===== src/hw/rtl/sct_pkg.sv =====
// ----------------------------------------------------------------------------
// sct_pkg
// Shared widths, constants and types for the sine/cosine Taylor pipeline.
// ----------------------------------------------------------------------------
`default_nettype none

package sct_pkg;

	localparam int SCT_SERIES_TERMS = 16;

	localparam int ANGLE_W   = 24;
	localparam int OUT_W     = 18;
	localparam int FRAC_W    = 26;
	localparam int OUT_SHIFT = 10;

	// reduced angle magnitude, term magnitude and running sums
	localparam int MAG_W  = 29;
	localparam int P_W    = 33;
	localparam int SUM_W  = 36;
	localparam int PROD_W = P_W + MAG_W;
	localparam int N_W    = PROD_W - FRAC_W;
	localparam int NH_W   = N_W / 2;
	localparam int NL_W   = N_W - NH_W;
	localparam int RECIP_W = N_W + 1;

	// quotient estimate for the reduction: |angle| * INV_TWO_PI >> QEST_SHIFT
	localparam int QEST_W     = 14;
	localparam int QEST_SHIFT = 32;
	localparam int QUO_W      = 5;
	localparam int X_W        = ANGLE_W + OUT_SHIFT;

	localparam logic [MAG_W-1:0]  TWO_PI_Q26 = 29'd421657428;
	localparam logic [QEST_W-1:0] INV_TWO_PI = 14'd10430;
	localparam logic [P_W-1:0]    ONE_Q26    = P_W'(1) << FRAC_W;
	localparam logic [OUT_W-1:0]  OUT_ONE    = 18'd65536;

	typedef struct packed {
		logic [MAG_W-1:0]        mag;
		logic                    neg;
		logic signed [SUM_W-1:0] sin_sum;
		logic signed [SUM_W-1:0] cos_sum;
	} sct_ctx_t;

endpackage

`default_nettype wire


===== src/hw/rtl/sct_term.sv =====
// ----------------------------------------------------------------------------
// sct_term
// One Taylor step: accumulate the previous term, then p * |x| >> 26, then / K.
// ----------------------------------------------------------------------------
`default_nettype none

module sct_term import sct_pkg::*; #(
	parameter int K = 1
) (
	input  logic           clk,
	input  logic           arst_n,
	input  logic           en,
	input  logic           v_in,
	input  logic [P_W-1:0] p_in,
	input  sct_ctx_t       ctx_in,
	output logic           v_out,
	output logic [P_W-1:0] p_out,
	output sct_ctx_t       ctx_out
);

	// the incoming term has index K-1: odd goes to sine, even to cosine
	localparam int J       = K - 1;
	localparam bit ACC_SIN = (J % 2) == 1;
	localparam bit ACC_SUB = ACC_SIN ? (((J - 1) / 2) % 2 == 1) : ((J / 2) % 2 == 1);

	// exact floor(n / K) for n below 2^N_W by reciprocal multiply
	localparam int S = N_W + $clog2(K);
	localparam logic [RECIP_W-1:0] RECIP =
		RECIP_W'(((64'd1 << S) + 64'(K) - 64'd1) / 64'(K));

	localparam int PP_W  = NH_W + RECIP_W;
	localparam int TOT_W = N_W + RECIP_W;

	logic [PROD_W-1:0]       prod;
	logic signed [SUM_W-1:0] p_ext;
	sct_ctx_t                ctx_a;

	logic                    v_s1;
	logic [N_W-1:0]          n_s1;
	sct_ctx_t                ctx_s1;

	logic                    v_s2;
	logic [PP_W-1:0]         pp_h_s2;
	logic [PP_W-1:0]         pp_l_s2;
	sct_ctx_t                ctx_s2;

	logic [TOT_W-1:0]        total;
	logic [TOT_W-1:0]        quot;

	logic                    v_s3;
	logic [P_W-1:0]          p_s3;
	sct_ctx_t                ctx_s3;

	assign prod  = PROD_W'(p_in) * PROD_W'(ctx_in.mag);
	assign p_ext = $signed({{(SUM_W - P_W){1'b0}}, p_in});

	always_comb begin
		ctx_a = ctx_in;
		if (ACC_SIN) begin
			if (ACC_SUB)
				ctx_a.sin_sum = ctx_in.sin_sum - p_ext;
			else
				ctx_a.sin_sum = ctx_in.sin_sum + p_ext;
		end else begin
			if (ACC_SUB)
				ctx_a.cos_sum = ctx_in.cos_sum - p_ext;
			else
				ctx_a.cos_sum = ctx_in.cos_sum + p_ext;
		end
	end

	assign total = (TOT_W'(pp_h_s2) << NL_W) + TOT_W'(pp_l_s2);
	assign quot  = total >> S;

	always_ff @(posedge clk or negedge arst_n) begin
		if (!arst_n) begin
			v_s1 <= 1'b0;
			v_s2 <= 1'b0;
			v_s3 <= 1'b0;
		end else if (en) begin
			v_s1 <= v_in;
			v_s2 <= v_s1;
			v_s3 <= v_s2;
		end
	end

	always_ff @(posedge clk) begin
		if (en) begin
			n_s1    <= prod[FRAC_W +: N_W];
			ctx_s1  <= ctx_a;
			pp_h_s2 <= PP_W'(n_s1[N_W-1:NL_W]) * PP_W'(RECIP);
			pp_l_s2 <= PP_W'(n_s1[NL_W-1:0]) * PP_W'(RECIP);
			ctx_s2  <= ctx_s1;
			p_s3    <= quot[P_W-1:0];
			ctx_s3  <= ctx_s2;
		end
	end

	assign v_out   = v_s3;
	assign p_out   = p_s3;
	assign ctx_out = ctx_s3;

	a_term_fits: assert property (@(posedge clk) disable iff (!arst_n)
		v_s2 |-> ((quot >> P_W) == '0))
		else $error("Taylor term overflows its width");

endmodule

`default_nettype wire


===== config.mk =====
export PLATFORM = sky130hd
export DESIGN_NAME = sct_term
export DESIGN_NICKNAME = d
export VERILOG_FILES = /design/src/hw/rtl/sct_pkg.sv /design/src/hw/rtl/sct_term.sv
export SDC_FILE = /design/constraint.sdc
export NUM_CORES = 2
export LEC_CHECK = 0
export ABC_CLOCK_PERIOD_IN_PS = 1000
export BUFFER_PORTS_ARGS = -buffer_cell sky130_fd_sc_hd__buf_4
export CELL_PAD_IN_SITES_DETAIL_PLACEMENT = 0
export CELL_PAD_IN_SITES_GLOBAL_PLACEMENT = 2
export CORE_MARGIN = 10
export CORE_UTILIZATION = 35
export CTS_BUF_LIST = sky130_fd_sc_hd__clkbuf_4 sky130_fd_sc_hd__clkbuf_8
export CTS_CLUSTER_SIZE = 25
export DETAILED_ROUTE_END_ITERATION = 6
export GPL_ROUTABILITY_DRIVEN = 1
export PLACE_DENSITY_LB_ADDON = 0.1
export SYNTH_ARGS = -nofsm -noshare
export SYNTH_HDL_FRONTEND = slang
export SYNTH_SLANG_ARGS = --single-unit
export TNS_END_PERCENT = 50

===== constraint.sdc =====
create_clock -name clk -period 1 [get_ports clk]
set_clock_uncertainty 0.05 [all_clocks]
set_input_delay 0.05 -clock clk [delete_from_list [all_inputs] [get_ports clk]]
set_output_delay 0.05 -clock clk [all_outputs]
set_load 0.02 [all_outputs]

Word level (Yosys, flattened, before mapping):

Index checks and enable logic that the tools add are counted.

* add/subtract/negate cells: 2
* multiply operators: 1

Operators with widths (count)
* 69-bit by 54-bit adder with 69-bit output: 1
* 33-bit by 29-bit multiplier with 59-bit output: 1
* 36-bit by 34-bit adder with 36-bit output: 1

* register bits after elaboration: 408
* input port bits: 139

Logic depth before layout (Yosys ltp):

* depth after elaboration: 1
* gate-level depth with buffers: 28
* depth with buffers taken out: 27

Least setup slack after synthesis:

No wires, ideal clock.

* path kind: input port to flip-flop
* start: input port p_in[9]
* end: register n_s1[27], data pin
* library setup time: 0.262 ns
* arrival time: 6.688 ns
* slack: -6.000 ns
* stages: 28
* buffers on the path: 2
* path through: clkbuf_1 -> clkbuf_1 -> nand2_1 -> fa_1 -> inv_1 -> fa_1 -> fa_1 -> inv_1 -> fa_1 -> inv_1 -> fa_1 -> inv_1 -> fa_1 -> inv_1 -> fa_1 -> inv_1 -> fa_1 -> inv_1 -> ha_1 -> a21oi_1 -> o211a_1 -> o311ai_1 -> o211a_1 -> o211a_1 -> o31a_1 -> a211oi_1 -> o21bai_1 -> xor2_1

* cells in the longest elaborated chain, start to end: 1

Ends and longest elaborated chain
* from (decl): line sct_term.sv:14 `input logic [P_W-1:0] p_in,`
* 33-bit by 29-bit multiplier with 59-bit output: line sct_term.sv:54 `assign prod = PROD_W'(p_in) * PROD_W'(ctx_in.mag);`
* via prod[53]: line sct_term.sv:34 `logic [PROD_W-1:0] prod;`
* to (signal assigned): line sct_term.sv:89 `n_s1 <= prod[FRAC_W +: N_W];`
* to (decl): line sct_term.sv:39 `logic [N_W-1:0] n_s1;`

The timed path passes the listed nets, and every way through them passes these cells.
A chain may end at the register's enable or synchronous reset.

Worst setup path after layout:

* start: input port ctx_in[81] in the netlist's numbering
* end: register n_s1[27], data pin

* cells in the longest elaborated chain, start to end: 1

Ends and longest elaborated chain
* from (decl): line sct_term.sv:15 `input sct_ctx_t ctx_in,`
* 33-bit by 29-bit multiplier with 59-bit output: line sct_term.sv:54
* via prod[53]: line sct_term.sv:34

The timed path passes the listed nets, and every way through them passes these cells.

==> results.cfg <==
[outcome]
outcome = finished, violations left
failed_checks = hold timing, setup timing

[clock_tree]
clkTransAtPathRegs_ns = 0.06
clock_latency_ns = 0.74
cts_buffer_depth = 3
htreeDepth = 3
cts_made_buffers = 72
cts.sink_count = 408
cts_root_buffer = clkbuf_8
cts_tree = yes

[yosys]
synthTopCellsByCount = inv_1 (861), fa_1 (830), and2_1 (510)
seq_area_frac_synth_pct = 28.1
synth_seq_cells = 408
synth_edf_count = 405
yosysMostFrequentCell = inv_1
ys_types = 53
synthCells = 3921
synth_top_area_share_pct = 38.1
synthArstFlopShare_pct = 0.735
synth_area_sq_um = 43600
synth_area_leaders = fa_1 (38%), edfxtp_1 (28%), inv_1 (7.4%)
synth_nets = 5148
ys.flop_type = edfxtp_1
syn_area_per_cell_sq_um = 11.1
yosysWarnings = 0
synth_top_area_cell = fa_1

[worst_setup_path]
cp-startpoint = ctx_in[81]
path_class = primary input to register
r2r_start = v_out
cp.arrival_ns = 6.87
crit_path_max_incr_delay_ns = 0.60
r2r_slack_ns = 0.19
slowest_stage = fa_2
crit_top_cell = fa_1
start_kind = primary input
crit_fanout = 6
path_cells = buf_16 -> buf_8 -> and2_4 -> fa_1 -> inv_2 -> fa_2 -> fa_2 -> fa_1 -> inv_2 -> fa_1 -> fa_2 -> fa_1 -> inv_2 -> fa_1 -> inv_2 -> ha_4 -> a21oi_4 -> o21ai_2 -> or2_4 -> o211a_4 -> o31a_1 -> a211oi_2 -> o21bai_1 -> xor2_1
cp-end-kind = register
crit_required_ns = 1.43

[timing]
drv_slew = 0
setup_viol = 202
worst_slew_pin_slew_ns = 0.818
relSlewSlack_pct = 44.9
min_period_over_period_pct = 643
timing.fmax_ghz = 0.155
whs_ns = -0.235
finalCriticalPeriod_ns = 6.43
grt_setup_unrepaired = true
final_hold_viol_count = 28
setup_slack_ns = -5.43

[min_path]
hp-class = primary input to register
min_from = ctx_in[29]

[drt]
first_pass_iters = 7
vias = 29300
drt-initial-drc-count = 1197
wirelength_um = 133000
drc = 0
ant_nets = 0
wl_per_cell_um = 20.4
routed_via_density = 4.52

[layout]
stdcell_area_sq_um = 57500
nNetsFinal = 6031
drive_above_1_share_pct = 26.8
area_growth_pct = 32.0
finalNonFillerCells = 6498

[global_route]
grt_max_degree = 37
antenna_found_initial = 6
grt_pass1_vias = 32900
gr-usage-met3_pct = 2.33
grt_pass1_wl_um = 204000
overflow = 0
grt-busiest-layer = met2
grt_usage_pct = 19.2
met1_usage_pct = 24.6
use_met2_pct = 34.9

[placed_design]
pre_cts_ws_ns = -7.04
hpwlAfterDp_um = 108000
placed_area_sq_um = 51900
place_congestion = 0.803
portBuffers = 274
placedCellCount = 6168

[floorplan]
io_pins = 275
rows = 129
die_area_sq_um = 139000
dieWidth_um = 373
initial_core_util_pct = 35.3
fp.coreArea_sq_um = 124000
die_y_um = 373

[flow_run]
drv_cap = 0
[critical path, delay by kind of cell]
| family | cells | cell delay [ns] |
|---|---|---|
| AOI/OAI and AO/OA | 6 | 1.33 |
| xor gates and xnor gates | 1 | 0.18 |
| adders and majority gates | 9 | 4.40 |
| buffers and inverters | 6 | 0.45 |
| and+or+nand+nor | 2 | 0.43 |
[flip-flops by register name, summed over array words and instances (netlist names)]
name     cells
v_s1         1
ctx_out    102
v_s2         1
n_s1        33
ctx_s1     102
v_out        1
pp_h_s2     15
ctx_s2     102
p_out       33
pp_l_s2     18
[cell families (layout without fill, tap and decap cells)]
group	Yosys count	count (layout)	share of synthesized area, %
AO/OA/AOI/OAI	209	209	3.19
XOR/XNOR	67	67	1.35
adder cells (fa/ha/maj)	1088	1088	45.5
buffers and inverters	1049	1985	9.03
flip-flops	408	408	28.1
multiplexers	3	3	0.0775
other	0	4	0
AND/OR/NAND/NOR	1097	1097	12.7
[what timing repair did]
action	in CTS	in global routing
resized for setup	383	174
setup endpoints to repair	204	201
pin swaps	183	113
hold buffers	127	1
buffers inserted	44	26
hold endpoints to repair	512	29
cloned	6	3
[path summary, 6_finish.rpt]
kind	to	cells after the start
setup / recovery	n_s1[27]	24
hold / removal	ctx_s1[29]	4
setup reg to reg	v_out	1
hold reg to reg	ctx_out[67]	0
max in group asynchronous	v_s2	3
min in group asynchronous	v_s1	3
[metal layers]
layer  part of all wire (%)  routed length (um)  up-vias
met5                      0                   0        -
met4                    1.7                2250        0
met3                    3.0                4050      115
met2                     53               70000      388
met1                     43               56600    15200
li1                       -                   -    13600
[stage by stage]
stage | setup TNS (ns) | util [%]
after CTS | -254.70 | 45.8
after global routing | -268.48 | 46.5
after floorplan | -204.25 | -
final | -251.47 | 46.5
after detailed placement | -278.57 | 41.9
after global placement | -278.76 | 41.9
[final cells by class]
| cell class | instances | area (sq um) |
|---|---|---|
| flip-flops and latches | 408 | 12200 |
| fillers | 11800 | 66100 |
| multi-input cells | 2464 | 28800 |
| diodes | 4 | 10.0 |
| clock buffers | 100 | 1200 |
| repair buffers | 997 | 9710 |
| well taps | 1637 | 2050 |
| inverters | 861 | 3230 |
| clock inverters | 27 | 285 |
[layout by cell type, fill, tap and decap left out, drive strengths merged, types with 10 or more instances in the layout]
cell type / instances
nor2: 33
clkbuf: 103
a21oi: 68
ha: 258
buf: 862
nand3: 17
o21ai: 25
xor2: 21
nor2b: 10
inv: 866
clkinv: 17
xnor2: 46
o21bai: 12
dlygate4sd3: 128
nor3: 11
o21a: 11
edfxtp: 405
fa: 830
and2: 511
a21o: 32
nand2: 483
a211oi: 14
Power is left out: the tool's default activity adds up to more than one toggle a clock period on the data nets, which glitch-free logic cannot reach.
