<file path="src/hw/rtl/sct_pkg.sv">
// ----------------------------------------------------------------------------
// sct_pkg
// Shared widths, constants and types for the sine/cosine Taylor pipeline.
// ----------------------------------------------------------------------------
`default_nettype none

package sct_pkg;

	localparam int SCT_SERIES_TERMS = 16;

	localparam int ANGLE_W   = 24;
	localparam int OUT_W     = 18;
	localparam int FRAC_W    = 26;
	localparam int OUT_SHIFT = 10;

	// reduced angle magnitude, term magnitude and running sums
	localparam int MAG_W  = 29;
	localparam int P_W    = 33;
	localparam int SUM_W  = 36;
	localparam int PROD_W = P_W + MAG_W;
	localparam int N_W    = PROD_W - FRAC_W;
	localparam int NH_W   = N_W / 2;
	localparam int NL_W   = N_W - NH_W;
	localparam int RECIP_W = N_W + 1;

	// quotient estimate for the reduction: |angle| * INV_TWO_PI >> QEST_SHIFT
	localparam int QEST_W     = 14;
	localparam int QEST_SHIFT = 32;
	localparam int QUO_W      = 5;
	localparam int X_W        = ANGLE_W + OUT_SHIFT;

	localparam logic [MAG_W-1:0]  TWO_PI_Q26 = 29'd421657428;
	localparam logic [QEST_W-1:0] INV_TWO_PI = 14'd10430;
	localparam logic [P_W-1:0]    ONE_Q26    = P_W'(1) << FRAC_W;
	localparam logic [OUT_W-1:0]  OUT_ONE    = 18'd65536;

	typedef struct packed {
		logic [MAG_W-1:0]        mag;
		logic                    neg;
		logic signed [SUM_W-1:0] sin_sum;
		logic signed [SUM_W-1:0] cos_sum;
	} sct_ctx_t;

endpackage

`default_nettype wire

</file>
<file path="src/hw/rtl/sct_reduce.sv">
// ----------------------------------------------------------------------------
// sct_reduce
// Three-stage range reduction: |angle| mod two pi in Q.26, sign kept aside.
// ----------------------------------------------------------------------------
`default_nettype none

module sct_reduce import sct_pkg::*; (
	input  logic                      clk,
	input  logic                      arst_n,
	input  logic                      en,
	input  logic                      v_in,
	input  logic signed [ANGLE_W-1:0] angle,
	output logic                      v_out,
	output logic [MAG_W-1:0]          mag,
	output logic                      neg
);

	localparam int QP_W = ANGLE_W + QEST_W;
	localparam int R_W  = MAG_W + 1;

	logic [ANGLE_W-1:0] mag_a;
	logic [QP_W-1:0]    qprod;

	logic               v_s1;
	logic               neg_s1;
	logic [ANGLE_W-1:0] mag_a_s1;
	logic [QP_W-1:0]    qprod_s1;

	logic [QUO_W-1:0]   q0;
	logic [X_W-1:0]     xm;
	logic [X_W-1:0]     qt;
	logic [X_W-1:0]     diff;

	logic               v_s2;
	logic               neg_s2;
	logic [R_W-1:0]     r_s2;

	logic [R_W-1:0]     rsub;

	logic               v_s3;
	logic               neg_s3;
	logic [MAG_W-1:0]   mag_s3;

	// stage 1: magnitude and quotient estimate (short by at most one)
	assign mag_a = angle[ANGLE_W-1] ? ANGLE_W'(-angle) : ANGLE_W'(angle);
	assign qprod = QP_W'(mag_a) * QP_W'(INV_TWO_PI);

	// stage 2: remainder against the estimate
	assign q0   = qprod_s1[QEST_SHIFT +: QUO_W];
	assign xm   = {mag_a_s1, {OUT_SHIFT{1'b0}}};
	assign qt   = X_W'(q0) * X_W'(TWO_PI_Q26);
	assign diff = xm - qt;

	// stage 3: one correction step
	assign rsub = r_s2 - R_W'(TWO_PI_Q26);

	always_ff @(posedge clk or negedge arst_n) begin
		if (!arst_n) begin
			v_s1 <= 1'b0;
			v_s2 <= 1'b0;
			v_s3 <= 1'b0;
		end else if (en) begin
			v_s1 <= v_in;
			v_s2 <= v_s1;
			v_s3 <= v_s2;
		end
	end

	always_ff @(posedge clk) begin
		if (en) begin
			neg_s1   <= angle[ANGLE_W-1];
			mag_a_s1 <= mag_a;
			qprod_s1 <= qprod;
			neg_s2   <= neg_s1;
			r_s2     <= diff[R_W-1:0];
			neg_s3   <= neg_s2;
			mag_s3   <= (r_s2 >= R_W'(TWO_PI_Q26)) ? rsub[MAG_W-1:0] : r_s2[MAG_W-1:0];
		end
	end

	assign v_out = v_s3;
	assign mag   = mag_s3;
	assign neg   = neg_s3;

	a_rem_two_periods: assert property (@(posedge clk) disable iff (!arst_n)
		v_s2 |-> ((MAG_W + 2)'(r_s2) < ((MAG_W + 2)'(TWO_PI_Q26) << 1)))
		else $error("reduction remainder beyond two periods");

	a_rem_one_period: assert property (@(posedge clk) disable iff (!arst_n)
		v_s3 |-> (mag_s3 < TWO_PI_Q26))
		else $error("reduced angle not below two pi");

endmodule

`default_nettype wire

</file>
<file path="config.mk">
export PLATFORM = sky130hd
export DESIGN_NAME = sct_reduce
export DESIGN_NICKNAME = d
export VERILOG_FILES = /design/src/hw/rtl/sct_pkg.sv /design/src/hw/rtl/sct_reduce.sv
export SDC_FILE = /design/constraint.sdc
export NUM_CORES = 1
export LEC_CHECK = 0
export ABC_AREA = 1
export ABC_CLOCK_PERIOD_IN_PS = 10900
export BUFFER_PORTS_ARGS = -buffer_cell sky130_fd_sc_hd__buf_2
export CORE_MARGIN = 2
export CORE_UTILIZATION = 65
export CTS_CLUSTER_SIZE = 24
export DETAILED_ROUTE_END_ITERATION = 10
export PLACE_DENSITY_LB_ADDON = 0.12
export SYNTH_ARGS = -nofsm -noshare
export SYNTH_HDL_FRONTEND = slang
export SYNTH_SLANG_ARGS = --single-unit
</file>
<file path="constraint.sdc">
create_clock -name clk -period 10.9 [get_ports clk]
set_clock_uncertainty 0.05 [all_clocks]
set_input_delay 1.09 -clock clk [delete_from_list [all_inputs] [get_ports clk]]
set_output_delay 1.09 -clock clk [all_outputs]
set_load 0.1 [all_outputs]
</file>
Yosys cells after proc, flatten, opt, wreduce, memory -nomap -nowiden. Cells that the tools add are included.

Memory bits (writable): 0. Memories: 0. Latch bits: 0. Word-level logic and storage cells: 18. Register bits: 121. Memory bits (read-only): 0. Input bits: 28. Output and inout bits: 31.

$mul: 2. $lt $le $gt $ge: 1. Shift-type cells: 0. Eq/ne operators: 0. Divide/modulo/power cells: 0. Reductions and logical operators: 0. Add/subtract/negate cells: 3. Bitwise gates (word level): 0. Multiplexer cells: 2.

Operators by type and width (number): multiplier 24 x 13 -> 36 bit, second input constant (1); >= comparator 30 x 29 -> 1 bit, second input constant (1); subtractor 30 bit (1); two-way mux 29 bit (1); subtractor 29 bit, second input constant (1); multiplier 5 x 27 -> 28 bit, second input constant (1); two-way mux 24 bit (1); negator 24 bit (1).

Logic depth before layout (Yosys ltp).
Depth in word-level cells: 3. Gate-level depth with buffers: 35.

Least setup slack after synthesis. OpenSTA, ideal clock, no wires.

Path kind: input to register. Start point: in angle[1]. End point: reg qprod_s1[34] (data pin). Arrival: 5.611 ns. Library setup time: 0.252 ns. Stages on the path: 31. Path slack: 4.987 ns. Path through: inv_1 > ha_1 > nand3_2 > nor2_4 > nand3_2 > nand2_4 > nand2_1 > nand2_1 > nand2_1 > inv_2 > nand2_1 > nand2_1 > inv_1 > ha_1 > inv_1 > fa_1 > inv_1 > fa_1 > fa_1 > inv_1 > fa_1 > inv_1 > ha_1 > nand2_1 > inv_1 > nand2_1 > o211ai_1 > a21oi_1 > nand2_1 > nand2_1 > nand2_1.

Longest elaborated chain between the ends: 3.

Ends and longest elaborated chain: from (decl) (line sct_reduce.sv:12) `input logic signed [ANGLE_W-1:0] angle,`; negator 24 bit (line sct_reduce.sv:45) `assign mag_a = angle[ANGLE_W-1] ? ANGLE_W'(-angle) : ANGLE_W'(angle);`; two-way mux 24 bit (*) (line sct_reduce.sv:45); multiplier 24 x 13 -> 36 bit (*) (line sct_reduce.sv:46) `assign qprod = QP_W'(mag_a) * QP_W'(INV_TWO_PI);`; net qprod[34] (line sct_reduce.sv:22) `logic [QP_W-1:0] qprod;`; to (signal assigned) (line sct_reduce.sv:73) `qprod_s1 <= qprod;`; to (decl) (line sct_reduce.sv:27) `logic [QP_W-1:0] qprod_s1;`.

The timed path passes the listed nets; every way through them passes the cells marked *. A chain may end at the register's enable or synchronous reset.

Worst setup path in the final report.
Start point: in angle[23]. End point: reg qprod_s1[33] (data pin).

Elaborated cells on any way between the ends: 3. Those cells by class: add/sub (1); mul (1); mux (1).

RTL lines: two-way mux 24 bit (line sct_reduce.sv:45); net mag_a[8] (line sct_reduce.sv:21) `logic [ANGLE_W-1:0] mag_a;`; multiplier 24 x 13 -> 36 bit (line sct_reduce.sv:46); net qprod[33] (line sct_reduce.sv:22).

The timed path passes the listed nets, and every way through them passes these cells.

==> flow_metrics.env <==
export IMPL_r2r_cells=22
export IMPL_netlist_area_leader_share=0.173
export IMPL_synthArstFlopShare=0.0349
export IMPL_start_util=0.661
export IMPL_ant_nets=0
export IMPL_setup_violations=0
export IMPL_cts_hold_buf=0
export IMPL_worstPathRequired_ns=10.95
export IMPL_wl_um=38100
export IMPL_clockBufferDepth=2
export IMPL_synth_compound_area_frac=0.0869
export IMPL_synthSimpleGateAreaFrac=0.232
export IMPL_dieArea_um2=23400
export IMPL_critPathLaunchType="input port"
export IMPL_crit_type="in2reg"
export IMPL_timing_final_crit_share=0.615
export IMPL_clkTransAtPathRegs_ns=0.07
export IMPL_numCtsBuffers=9
export IMPL_die_h_um=153
export IMPL_vias=12500
export IMPL_cts_tree="yes"
export IMPL_worst_slew_pin_slew_ns=1.08
export IMPL_ys_types=53
export IMPL_arrival_ns=6.75
export IMPL_netlist_instances=1915
export IMPL_routedWlPerCell_um=16.9
export IMPL_grt_pass1_wl_um=60900
export IMPL_critical_path_max_fanout=30
export IMPL_ys_flop_type="edfxtp_1"
export IMPL_die_x_um=153
export IMPL_firstDrtPassIters=5
export IMPL_syn_avg_cell_area_um2=7.53
export IMPL_clk_insertion_delay_late_ns=0.34
export IMPL_cts_root_buf="clkbuf_16"
export IMPL_grt_start_max_net_pins=89
export IMPL_crit_path_end_kind="flip-flop"
export IMPL_ys_warn_count=0
export IMPL_final_nets=2303
export IMPL_synth_seq_cells=86
export IMPL_finalWorstPathRequiredPeriod_ns=6.70
export IMPL_rsz0062_at_grt="false"
export IMPL_hold_violations=0
export IMPL_rows=54
export IMPL_synth_adder_area_share=0.328
export IMPL_grtUsageTotal=0.327
export IMPL_grt_pass1_vias=12300
export IMPL_drc=0
export IMPL_coreArea_um2=21800
export IMPL_status="complete, no violations"
export IMPL_ios=59
export IMPL_areaGrowthSynthToFinish_pct=6.10
export IMPL_place_congestion=0.923
export IMPL_yosysSeqAreaShare=0.178
export IMPL_cap_violations=0
export IMPL_hp_class="reg2reg"
export IMPL_synth_edff_count=83
export IMPL_avgViaCountPerCell=5.55
export IMPL_clock_sinks=86
export IMPL_synth_area_leaders="edfxtp_1 (17%), fa_1 (17%), ha_1 (16%)"
export IMPL_netlist_area_um2=14400
export IMPL_io_buffers=56
export IMPL_yosysTopAreaCell="edfxtp_1"
export IMPL_antenna_found_initial=0
export IMPL_slew_limit_headroom=0.278
export IMPL_drt_initial_drc_count=850
export IMPL_tns_ns=0
export IMPL_synth_top_family_by_area="adder cells"
export IMPL_grt_overflow_total=0
export IMPL_synth_xor_area_share=0.0525
export IMPL_post_cts_buffers=0
export IMPL_dpl_hpwl_um=32700
export IMPL_slew_viol_final=0
export IMPL_min_path_cells=0
export IMPL_fmax_mhz=149
export IMPL_muxShareOfSynthArea=0.000780
export IMPL_final_layout_size_suffix_gt1_frac=0.0724
export IMPL_cts_resized_gates=0
export IMPL_h_tree_depth=3
export IMPL_diodes=0
==> per-stage QoR <==
step	area, um2	hold slack, ns	utilization	std cells	setup slack, ns
after floorplan	14400	0.350	-	1916	4.99
after global placement	15000	0.351	0.687	2240	3.92
after detailed placement	15000	0.365	0.687	2240	3.87
after CTS	15300	0.381	0.701	2256	4.22
after global routing	15300	0.389	0.701	2256	3.76
final	15300	0.387	0.701	2256	4.20
==> kinds of logic after synthesis <==
kind of cell	after synthesis
simple gates	773
xor+xnor	74
other cells	1
compound gates	221
fa+ha+maj	304
flops	86
buf+inv	455
mux	1
==> cells in the final DEF (no fill, tap or decap), types with 10 or more instances in the layout <==
master,count
buf_2,55
a21boi_0,13
nand2_2,16
o21ai_1,17
nand4_1,28
xor2_1,44
nor2_1,145
edfxtp_1,83
xnor2_1,20
inv_2,17
o21bai_1,10
ha_1,181
fa_1,123
nand3_1,114
inv_1,423
nand2_1,417
a21oi_1,87
o21ai_0,58
nor3_1,16
==> path summary, 6_finish.rpt <==
check                                  startpoint                endpoint  slack [ns]
setup / recovery                        angle[23]  qprod_s1[33]$_DFFE_PP_        4.20
hold / removal                   neg_s2$_DFFE_PP_           neg$_DFFE_PP_        0.39
setup reg to reg           qprod_s1[34]$_DFFE_PP_      r_s2[29]$_DFFE_PP_        5.28
hold reg to reg                  neg_s2$_DFFE_PP_           neg$_DFFE_PP_        0.39
max in group asynchronous                  arst_n        v_s2$_DFFE_PN0P_       10.22
min in group asynchronous                  arst_n       v_out$_DFFE_PN0P_        0.48
==> worst max-delay path: stages <==
cell     delay (ns)
buf_2          0.49
inv_1          0.27
nor2_1         0.19
xor2_1         0.63
inv_1          0.21
nand2_1        0.12
nand2_1        0.06
xor2_1         0.15
fa_1           0.51
inv_1          0.05
fa_1           0.50
inv_1          0.05
fa_1           0.47
fa_1           0.56
inv_1          0.04
ha_1           0.36
a21oi_1        0.27
o21ai_0        0.13
a21oi_1        0.13
o21ai_0        0.15
nand3_1        0.12
nand2_1        0.06
nand2_1        0.06
nand2_1        0.05
==> layout make-up <==
cell class / instances / area [um2]
multi-input combinational: 1375 / 10100
fill: 1824 / 6520
sequential: 86 / 2570
inverter: 440 / 1650
tap: 280 / 350
timing repair buffer: 59 / 305
clock buffer: 10 / 229
clock inverter: 6 / 97.6
==> synth_stat cells (3+ instances only) <==
| cell type | n |
|---|---|
| o21ai_1 | 17 |
| nor3_1 | 16 |
| xor2_2 | 6 |
| nand4_1 | 28 |
| nand2_2 | 16 |
| nor4_1 | 5 |
| a31oi_1 | 4 |
| inv_2 | 17 |
| xnor2_1 | 20 |
| buf_2 | 3 |
| nor2_2 | 7 |
| ha_1 | 181 |
| nand3b_1 | 6 |
| a21oi_1 | 87 |
| o21a_1 | 7 |
| nand3_1 | 114 |
| a21boi_1 | 5 |
| or2_2 | 3 |
| fa_1 | 123 |
| o31ai_1 | 3 |
| nor2_1 | 145 |
| inv_1 | 423 |
| a21o_1 | 9 |
| buf_4 | 4 |
| a21boi_0 | 13 |
| edfxtp_1 | 83 |
| xor2_1 | 44 |
| o211ai_1 | 3 |
| nand3_2 | 3 |
| nand2_1 | 417 |
| buf_6 | 5 |
| o21ai_0 | 58 |
| o21bai_1 | 10 |
| xor2_4 | 3 |
| dfrtp_1 | 3 |
==> registers in the layout, summed over array words and instances, names as in the netlist <==
register / flops
r_s2: 28
mag: 27
mag_a_s1: 20
qprod_s1: 5
neg: 1
neg_s1: 1
neg_s2: 1
v_out: 1
v_s1: 1
v_s2: 1
==> metal layers <==
layer | vias to the layer above | routed length (um) | global-route usage
met5 | - | 0 | 0
met4 | 0 | 1840 | 0.147
met3 | 111 | 1850 | 0.0303
met2 | 463 | 19100 | 0.588
met1 | 5801 | 15400 | 0.400
li1 | 6147 | - | -
Power is left out: the tool's default activity adds up to more than one toggle a clock period on the data nets, which glitch-free logic cannot reach.
