[config.mk]
export PLATFORM = sky130hd
export DESIGN_NAME = sct_round
export DESIGN_NICKNAME = d
export VERILOG_FILES = /design/src/hw/rtl/sct_pkg.sv /design/src/hw/rtl/sct_round.sv
export SDC_FILE = /design/constraint.sdc
export NUM_CORES = 1
export LEC_CHECK = 0
export ABC_AREA = 1
export BUFFER_PORTS_ARGS = -buffer_cell sky130_fd_sc_hd__buf_2
export CORE_MARGIN = 10
export CORE_UTILIZATION = 32
export CTS_BUF_LIST = sky130_fd_sc_hd__clkbuf_2 sky130_fd_sc_hd__clkbuf_4 sky130_fd_sc_hd__clkbuf_8
export DETAILED_ROUTE_END_ITERATION = 10
export SETUP_SLACK_MARGIN = 0.4
export SYNTH_ARGS = -nofsm -noshare
export SYNTH_HDL_FRONTEND = slang
export SYNTH_SLANG_ARGS = --single-unit
[constraint.sdc]
create_clock -name clk -period 8 [get_ports clk]
set_input_delay 1.6 -clock clk [delete_from_list [all_inputs] [get_ports clk]]
set_output_delay 1.6 -clock clk [all_outputs]
set_load 0.005 [all_outputs]
[src/hw/rtl/sct_pkg.sv]
// ----------------------------------------------------------------------------
// sct_pkg
// Shared widths, constants and types for the sine/cosine Taylor pipeline.
// ----------------------------------------------------------------------------
`default_nettype none

package sct_pkg;

	localparam int SCT_SERIES_TERMS = 16;

	localparam int ANGLE_W   = 24;
	localparam int OUT_W     = 18;
	localparam int FRAC_W    = 26;
	localparam int OUT_SHIFT = 10;

	// reduced angle magnitude, term magnitude and running sums
	localparam int MAG_W  = 29;
	localparam int P_W    = 33;
	localparam int SUM_W  = 36;
	localparam int PROD_W = P_W + MAG_W;
	localparam int N_W    = PROD_W - FRAC_W;
	localparam int NH_W   = N_W / 2;
	localparam int NL_W   = N_W - NH_W;
	localparam int RECIP_W = N_W + 1;

	// quotient estimate for the reduction: |angle| * INV_TWO_PI >> QEST_SHIFT
	localparam int QEST_W     = 14;
	localparam int QEST_SHIFT = 32;
	localparam int QUO_W      = 5;
	localparam int X_W        = ANGLE_W + OUT_SHIFT;

	localparam logic [MAG_W-1:0]  TWO_PI_Q26 = 29'd421657428;
	localparam logic [QEST_W-1:0] INV_TWO_PI = 14'd10430;
	localparam logic [P_W-1:0]    ONE_Q26    = P_W'(1) << FRAC_W;
	localparam logic [OUT_W-1:0]  OUT_ONE    = 18'd65536;

	typedef struct packed {
		logic [MAG_W-1:0]        mag;
		logic                    neg;
		logic signed [SUM_W-1:0] sin_sum;
		logic signed [SUM_W-1:0] cos_sum;
	} sct_ctx_t;

endpackage

`default_nettype wire

[src/hw/rtl/sct_round.sv]
// ----------------------------------------------------------------------------
// sct_round
// Last accumulation, sign fix-up, rounding to Q1.16 and saturation.
// ----------------------------------------------------------------------------
`default_nettype none

module sct_round import sct_pkg::*; #(
	parameter int SERIES_TERMS = SCT_SERIES_TERMS
) (
	input  logic                    clk,
	input  logic                    arst_n,
	input  logic                    en,
	input  logic                    v_in,
	input  logic [P_W-1:0]          p_in,
	input  sct_ctx_t                ctx_in,
	output logic                    v_out,
	output logic signed [OUT_W-1:0] sine_value,
	output logic signed [OUT_W-1:0] cosine_value
);

	// the last term always has an odd index and goes to the sine sum
	localparam int J       = 2 * SERIES_TERMS - 1;
	localparam bit ACC_SUB = ((J - 1) / 2) % 2 == 1;
	localparam int RND_W   = SUM_W - OUT_SHIFT;

	localparam logic [SUM_W-1:0]        HALF    = SUM_W'(1) << (OUT_SHIFT - 1);
	localparam logic signed [OUT_W-1:0] OUT_MAX = $signed(OUT_ONE);
	localparam logic signed [OUT_W-1:0] OUT_MIN = -OUT_MAX;

	logic signed [SUM_W-1:0] p_ext;
	logic signed [SUM_W-1:0] sin_f;

	logic                    v_s1;
	logic                    neg_s1;
	logic signed [SUM_W-1:0] sin_s1;
	logic signed [SUM_W-1:0] cos_s1;

	logic                    v_s2;
	logic                    sgn_sin_s2;
	logic                    sgn_cos_s2;
	logic [SUM_W-1:0]        abs_sin_s2;
	logic [SUM_W-1:0]        abs_cos_s2;

	logic [RND_W-1:0]        rnd_sin;
	logic [RND_W-1:0]        rnd_cos;
	logic [OUT_W-1:0]        sat_sin;
	logic [OUT_W-1:0]        sat_cos;

	logic                    v_s3;
	logic signed [OUT_W-1:0] sine_s3;
	logic signed [OUT_W-1:0] cosine_s3;

	assign p_ext = $signed({{(SUM_W - P_W){1'b0}}, p_in});
	assign sin_f = ACC_SUB ? (ctx_in.sin_sum - p_ext) : (ctx_in.sin_sum + p_ext);

	// round half away from zero on the magnitude, then clamp to one
	assign rnd_sin = RND_W'((abs_sin_s2 + HALF) >> OUT_SHIFT);
	assign rnd_cos = RND_W'((abs_cos_s2 + HALF) >> OUT_SHIFT);
	assign sat_sin = (rnd_sin > RND_W'(OUT_ONE)) ? OUT_ONE : rnd_sin[OUT_W-1:0];
	assign sat_cos = (rnd_cos > RND_W'(OUT_ONE)) ? OUT_ONE : rnd_cos[OUT_W-1:0];

	always_ff @(posedge clk or negedge arst_n) begin
		if (!arst_n) begin
			v_s1 <= 1'b0;
			v_s2 <= 1'b0;
			v_s3 <= 1'b0;
		end else if (en) begin
			v_s1 <= v_in;
			v_s2 <= v_s1;
			v_s3 <= v_s2;
		end
	end

	always_ff @(posedge clk) begin
		if (en) begin
			neg_s1     <= ctx_in.neg;
			sin_s1     <= sin_f;
			cos_s1     <= ctx_in.cos_sum;
			// a negative angle flips the sine
			sgn_sin_s2 <= sin_s1[SUM_W-1] ^ neg_s1;
			sgn_cos_s2 <= cos_s1[SUM_W-1];
			abs_sin_s2 <= sin_s1[SUM_W-1] ? SUM_W'(-sin_s1) : SUM_W'(sin_s1);
			abs_cos_s2 <= cos_s1[SUM_W-1] ? SUM_W'(-cos_s1) : SUM_W'(cos_s1);
			sine_s3    <= sgn_sin_s2 ? $signed(-sat_sin) : $signed(sat_sin);
			cosine_s3  <= sgn_cos_s2 ? $signed(-sat_cos) : $signed(sat_cos);
		end
	end

	assign v_out        = v_s3;
	assign sine_value   = sine_s3;
	assign cosine_value = cosine_s3;

	a_out_range: assert property (@(posedge clk) disable iff (!arst_n)
		v_s3 |-> (sine_s3 <= OUT_MAX && sine_s3 >= OUT_MIN &&
			cosine_s3 <= OUT_MAX && cosine_s3 >= OUT_MIN))
		else $error("result outside plus or minus one");

endmodule

`default_nettype wire

# --- Yosys cells after proc, flatten, opt, wreduce, memory -nomap -nowiden ---
# Cells that the tools add are included.
word_totals:
  regBits: 186
  in_bits: 139
  output_inout_bits: 37
  elab_cells: 30
classes:
  add_sub_neg: 7
  n_lt_le_gt_ge: 2
  n_mux: 6
  bitwise_logic: 1
ops:
  columns: ["cell", "count"]
  rows:
  - ["$add 36x10->36 const B", 2]
  - ["$mux 18", 4]
  - ["$neg 36->36", 2]
  - ["$mux 35", 2]
  - ["$gt 26x17->1 const B", 2]
  - ["$neg 18->18", 2]
  - ["$sub 36x34->36", 1]
  - ["$xor 1x1->1", 1]

# --- Depth between registers and ports, before layout ---
depth:
  word_depth: 5
  ltp_mapped: 24
  mapped_depth_nobuf: 23

# --- Worst setup path before layout ---
# Ideal clock, no wire load.
synth_timing:
  kind: "input to register"
  start: "input ctx_in[36] (netlist name)"
  end: "register sin_s1[28], data pin"
  setup_ns: 0.252
  t_arrival_ns: 3.805
  required_time_ns: 7.748
  setup_slack_ns: 3.943
  path_stages: 15
  n_path_buf: 0
  cell_sequence: "inv_1 -> ha_1 -> fa_1 -> inv_1 -> nand3_1 -> a21oi_1 -> nor2_1 -> o21ai_0 -> a21boi_0 -> o21ai_0 -> a21boi_0 -> o21bai_1 -> nand2_1 -> nand3_1 -> nand2_1"
synth_between:
  elab_chain_len: 1
synth_rtl:
  columns: ["element", "line", "rtl"]
  rows:
  - ["from (decl)", "sct_round.sv:15", "input sct_ctx_t ctx_in,"]
  - ["$sub 36x34->36", "sct_round.sv:54", "assign sin_f = ACC_SUB ? (ctx_in.sin_sum - p_ext) : (ctx_in.sin_sum + p_ext);"]
  - ["net sin_f[28]", "sct_round.sv:31", "logic signed [SUM_W-1:0] sin_f;"]
  - ["to (signal assigned)", "sct_round.sv:77", "sin_s1 <= sin_f;"]
  - ["to (decl)", "sct_round.sv:35", "logic signed [SUM_W-1:0] sin_s1;"]
# The timed path passes the listed nets, and every way through them passes these cells.
# A chain may end at the register's enable or synchronous reset.

# --- Final worst setup path ---
layout_timing:
  start: "input p_in[0]"
  end: "register sin_s1[28], data pin"
layout_between:
  elab_chain_len: 1
layout_rtl:
  columns: ["element", "line", "rtl"]
  rows:
  - ["from (decl)", "sct_round.sv:14", "input logic [P_W-1:0] p_in,"]
  - ["$sub 36x34->36", "sct_round.sv:54", null]
  - ["net sin_f[28]", "sct_round.sv:31", null]
# The timed path passes the listed nets, and every way through them passes these cells.

==> reports/metrics.yaml <==
outcome: "finished clean"
grt_pass1_wl_um: 43600
vdd_drop_max_mv: 0.102
synth_cells: 1361
power_frac_comb_pct: 20.5
maxCapViolations: 0
multi_input_area_mm2: 0.00549
r2r_slack_ns: 4.54
slew_headroom_pct: 35.9
rr_endpoint: "sine_value[8]"
worst_pin_slew_ns: 0.962
yosys.cell_types.count: 47
vias_per_cell: 4.65
totalWireLength_um: 26200
fmax_ghz: 0.244
post-route-period-util_pct: 51.1
sequentialPowerShare_pct: 53.1
cp-end-kind: "register"
synth_ff_type: "edfxtp_1"
slowest_delay_ns: 0.43
groute.usage.overall_pct: 11.9
cts-resized-gates: 0
dr.pass1.iters: 5
final_nets: 1695
crit_arrival_ns: 4.32
dieArea_mm2: 0.0431
vias: 9247
min-delay-path-class: "reg2reg"
post-cts-setup-buffers: 0
clk_path_buf_depth: 2
r2r_cells: 17
ys_async_sr_fraction_pct: 1.79
boundaryPins: 176
ctsHoldBuffers: 0
rr_startpoint: "abs_sin_s2[9]"
drive_above_1_share_pct: 15.5
worst_hold_slack_ns: 0.499
path_clk_slew_ns: 0.11
cts_tree: "yes"
synth_area_leaders: "edfxtp_1 (44%), nand2_1 (10%), nor2_1 (6.3%), inv_1 (5.9%), xor2_1 (5.4%)"
crit_path_cell_trace: "buf_2 -> ha_1 -> fa_1 -> inv_1 -> nand3_1 -> a21oi_1 -> nor2_1 -> o21ai_0 -> a21boi_0 -> o21ai_0 -> a21boi_0 -> o21bai_1 -> nand2_1 -> nand3_1 -> nand2_1"
gp_congestion: 0.863
cts.sinks: 168
setup_violations: 0
die_h_um: 208
synth_seq_cells: 168
syn_to_final_growth_pct: 14.6
synthTopCellsByCount: "nand2_1 (309), nor2_1 (189), inv_1 (177)"
min_period_ns: 4.09
worst_path_max_delay_cell: "fa_1"
cts-root-buf: "clkbuf_8"
critPathLaunchType: "input pin"
p_leak_nw: 5.70
insertion_delay_ns: 0.47
worst_clock_skew_ns: 0.0198
finalHoldViolations: 0
overflow: 0
rows: 68
cts_buffers: 17
yosysWarningCount: 0
ctsHtreeMaxLevel: 4
swShare_pct: 32.4
io_buffers: 146
ant_nets: 0
avgSynthCellArea_um2: 8.27
slew_viol_final: 0
hold_depth: 1
syn_area_mm2: 0.0113
cp.required_ns: 8.23
synth_top_area_cell: "edfxtp_1"
drc: 0
yosysMostFrequentCell: "nand2_1"
grt_max_degree: 92
synth_edf_count: 165
p_per_area_mw_per_mm2: 172
pwr-share-clk_pct: 26.3
p_int_w: 0.00150
timing.setup.tns_ns: 0
ff_latch_area_mm2: 0.00503
critical_path_class: "in2reg"
synth.net_count: 1538
start_util_pct: 32.5
p_sw_w: 0.000719
rsz0062_at_grt: "no"
holdPathEnd: "v_out"
wl_per_cell_um: 13.2
fillers: 3547
grt_pass1_vias: 9152
drt_iter0_drc: 542
min-delay-start: "v_s2"
dieWidth_um: 208
antenna_found_initial: 3
synth_top_cell_area_share_pct: 44.0
critPathMaxFanout: 4
hpwl_um: 21500
core_area_mm2: 0.0346
synth-seq-area-share_pct: 44.7
## cell usage in the layout (no fill, tap or decap), drive strengths merged, types with 2 or more instances in the layout
cell type,synthesis,routed
o21a,4,4
xor2,69,69
inv,182,190
a21boi,3,3
nand4,22,22
nor4,6,6
a21o,3,3
nor2,217,217
clkinv,0,6
nand3,76,76
nor3,21,21
ha,37,37
a31oi,13,13
xnor2,47,47
o21bai,5,5
dfrtp,3,3
nand3b,12,12
o21ai,50,50
clkbuf,5,17
diode,0,3
or2,4,4
o31ai,5,5
a221oi,2,2
buf,4,147
nand2,325,325
edfxtp,165,165
a21oi,57,57
o221ai,2,2
o211ai,14,14
## final cells by class
cell class | instances | share of cell area [%]
Antenna cell | 3 | 0.0582
Clock buffer | 17 | 1.81
Clock inverter | 15 | 1.09
Inverter | 182 | 5.30
Multi-Input combinational cell | 1002 | 42.6
Sequential cell | 168 | 39.0
Tap cell | 455 | 4.41
Timing Repair Buffer | 147 | 5.77
## layer usage
| layer | GRT usage, % | wire, µm | vias to the layer above |
|---|---|---|---|
| li1 | - | - | 4839 |
| met1 | 15.7 | 13000 | 4175 |
| met2 | 19.3 | 11700 | 208 |
| met3 | 2.32 | 1100 | 25 |
| met4 | 3.74 | 387 | 0 |
| met5 | 0 | 0 | - |
## worst max-delay path by stage
stage / start / to / slack [ns] / depth (start not counted)
after CTS: p_in[0] / sin_s1[28] / 3.93 / 15
final: p_in[0] / sin_s1[28] / 3.91 / 15
after global placement: p_in[0] / sin_s1[28] / 3.44 / 15
after detailed placement: p_in[0] / sin_s1[28] / 3.41 / 15
after floorplan: ctx_in[36] / sin_s1[28] / 3.94 / 15
after global routing: p_in[0] / sin_s1[28] / 3.56 / 15
## critical path, delay by kind of cell
kind,cells,cell delay (ns)
AOI/OAI and AO/OA,6,1.42
buffers and inverters,2,0.20
adders and majority gates,2,0.68
and+or+nand+nor,5,0.42
## kinds of logic after synthesis
family / share of synthesized area, %
buffers and inverters: 6.55
multiplexers: 0.100
AND/OR/NAND/NOR: 27.1
flip-flops: 44.7
AO/OA/AOI/OAI: 8.25
XOR/XNOR: 9.03
adder cells (fa/ha/maj): 4.29
## state kept, by name, summed over array words and instances (netlist names)
register	flops
v_s2	1
neg_s1	1
v_s1	1
sin_s1	36
cos_s1	36
v_out	1
abs_sin_s2	27
abs_cos_s2	27
sgn_cos_s2	1
sine_value	18
sgn_sin_s2	1
cosine_value	18
## metrics by stage
step           worst slack, ns  instance area [µm²]  instances  power [W]  utilization (%)
2_1_floorplan             3.94                11300       1361    0.00149                -
3_3_place_gp              3.44                12500       1954    0.00164             36.1
3_5_place_dp              3.41                12500       1954    0.00165             36.1
4_1_cts                   3.93                12900       1986    0.00224             37.2
5_1_grt                   3.56                12900       1986    0.00236             37.2
6_report                  3.91                12900       1989    0.00221             37.2
## power groups by stage
| stage | Clock (W) | Combinational, W | Sequential (W) |
|---|---|---|---|
| 2_1_floorplan | 0 | 0.000326 | 0.00117 |
| 3_3_place_gp | 0 | 0.000449 | 0.00119 |
| 3_5_place_dp | 0 | 0.000456 | 0.00120 |
| 4_1_cts | 0.000606 | 0.000457 | 0.00118 |
| 5_1_grt | 0.000647 | 0.000523 | 0.00119 |
| 6_report | 0.000583 | 0.000455 | 0.00118 |
(Power assumes the default switching activity.)
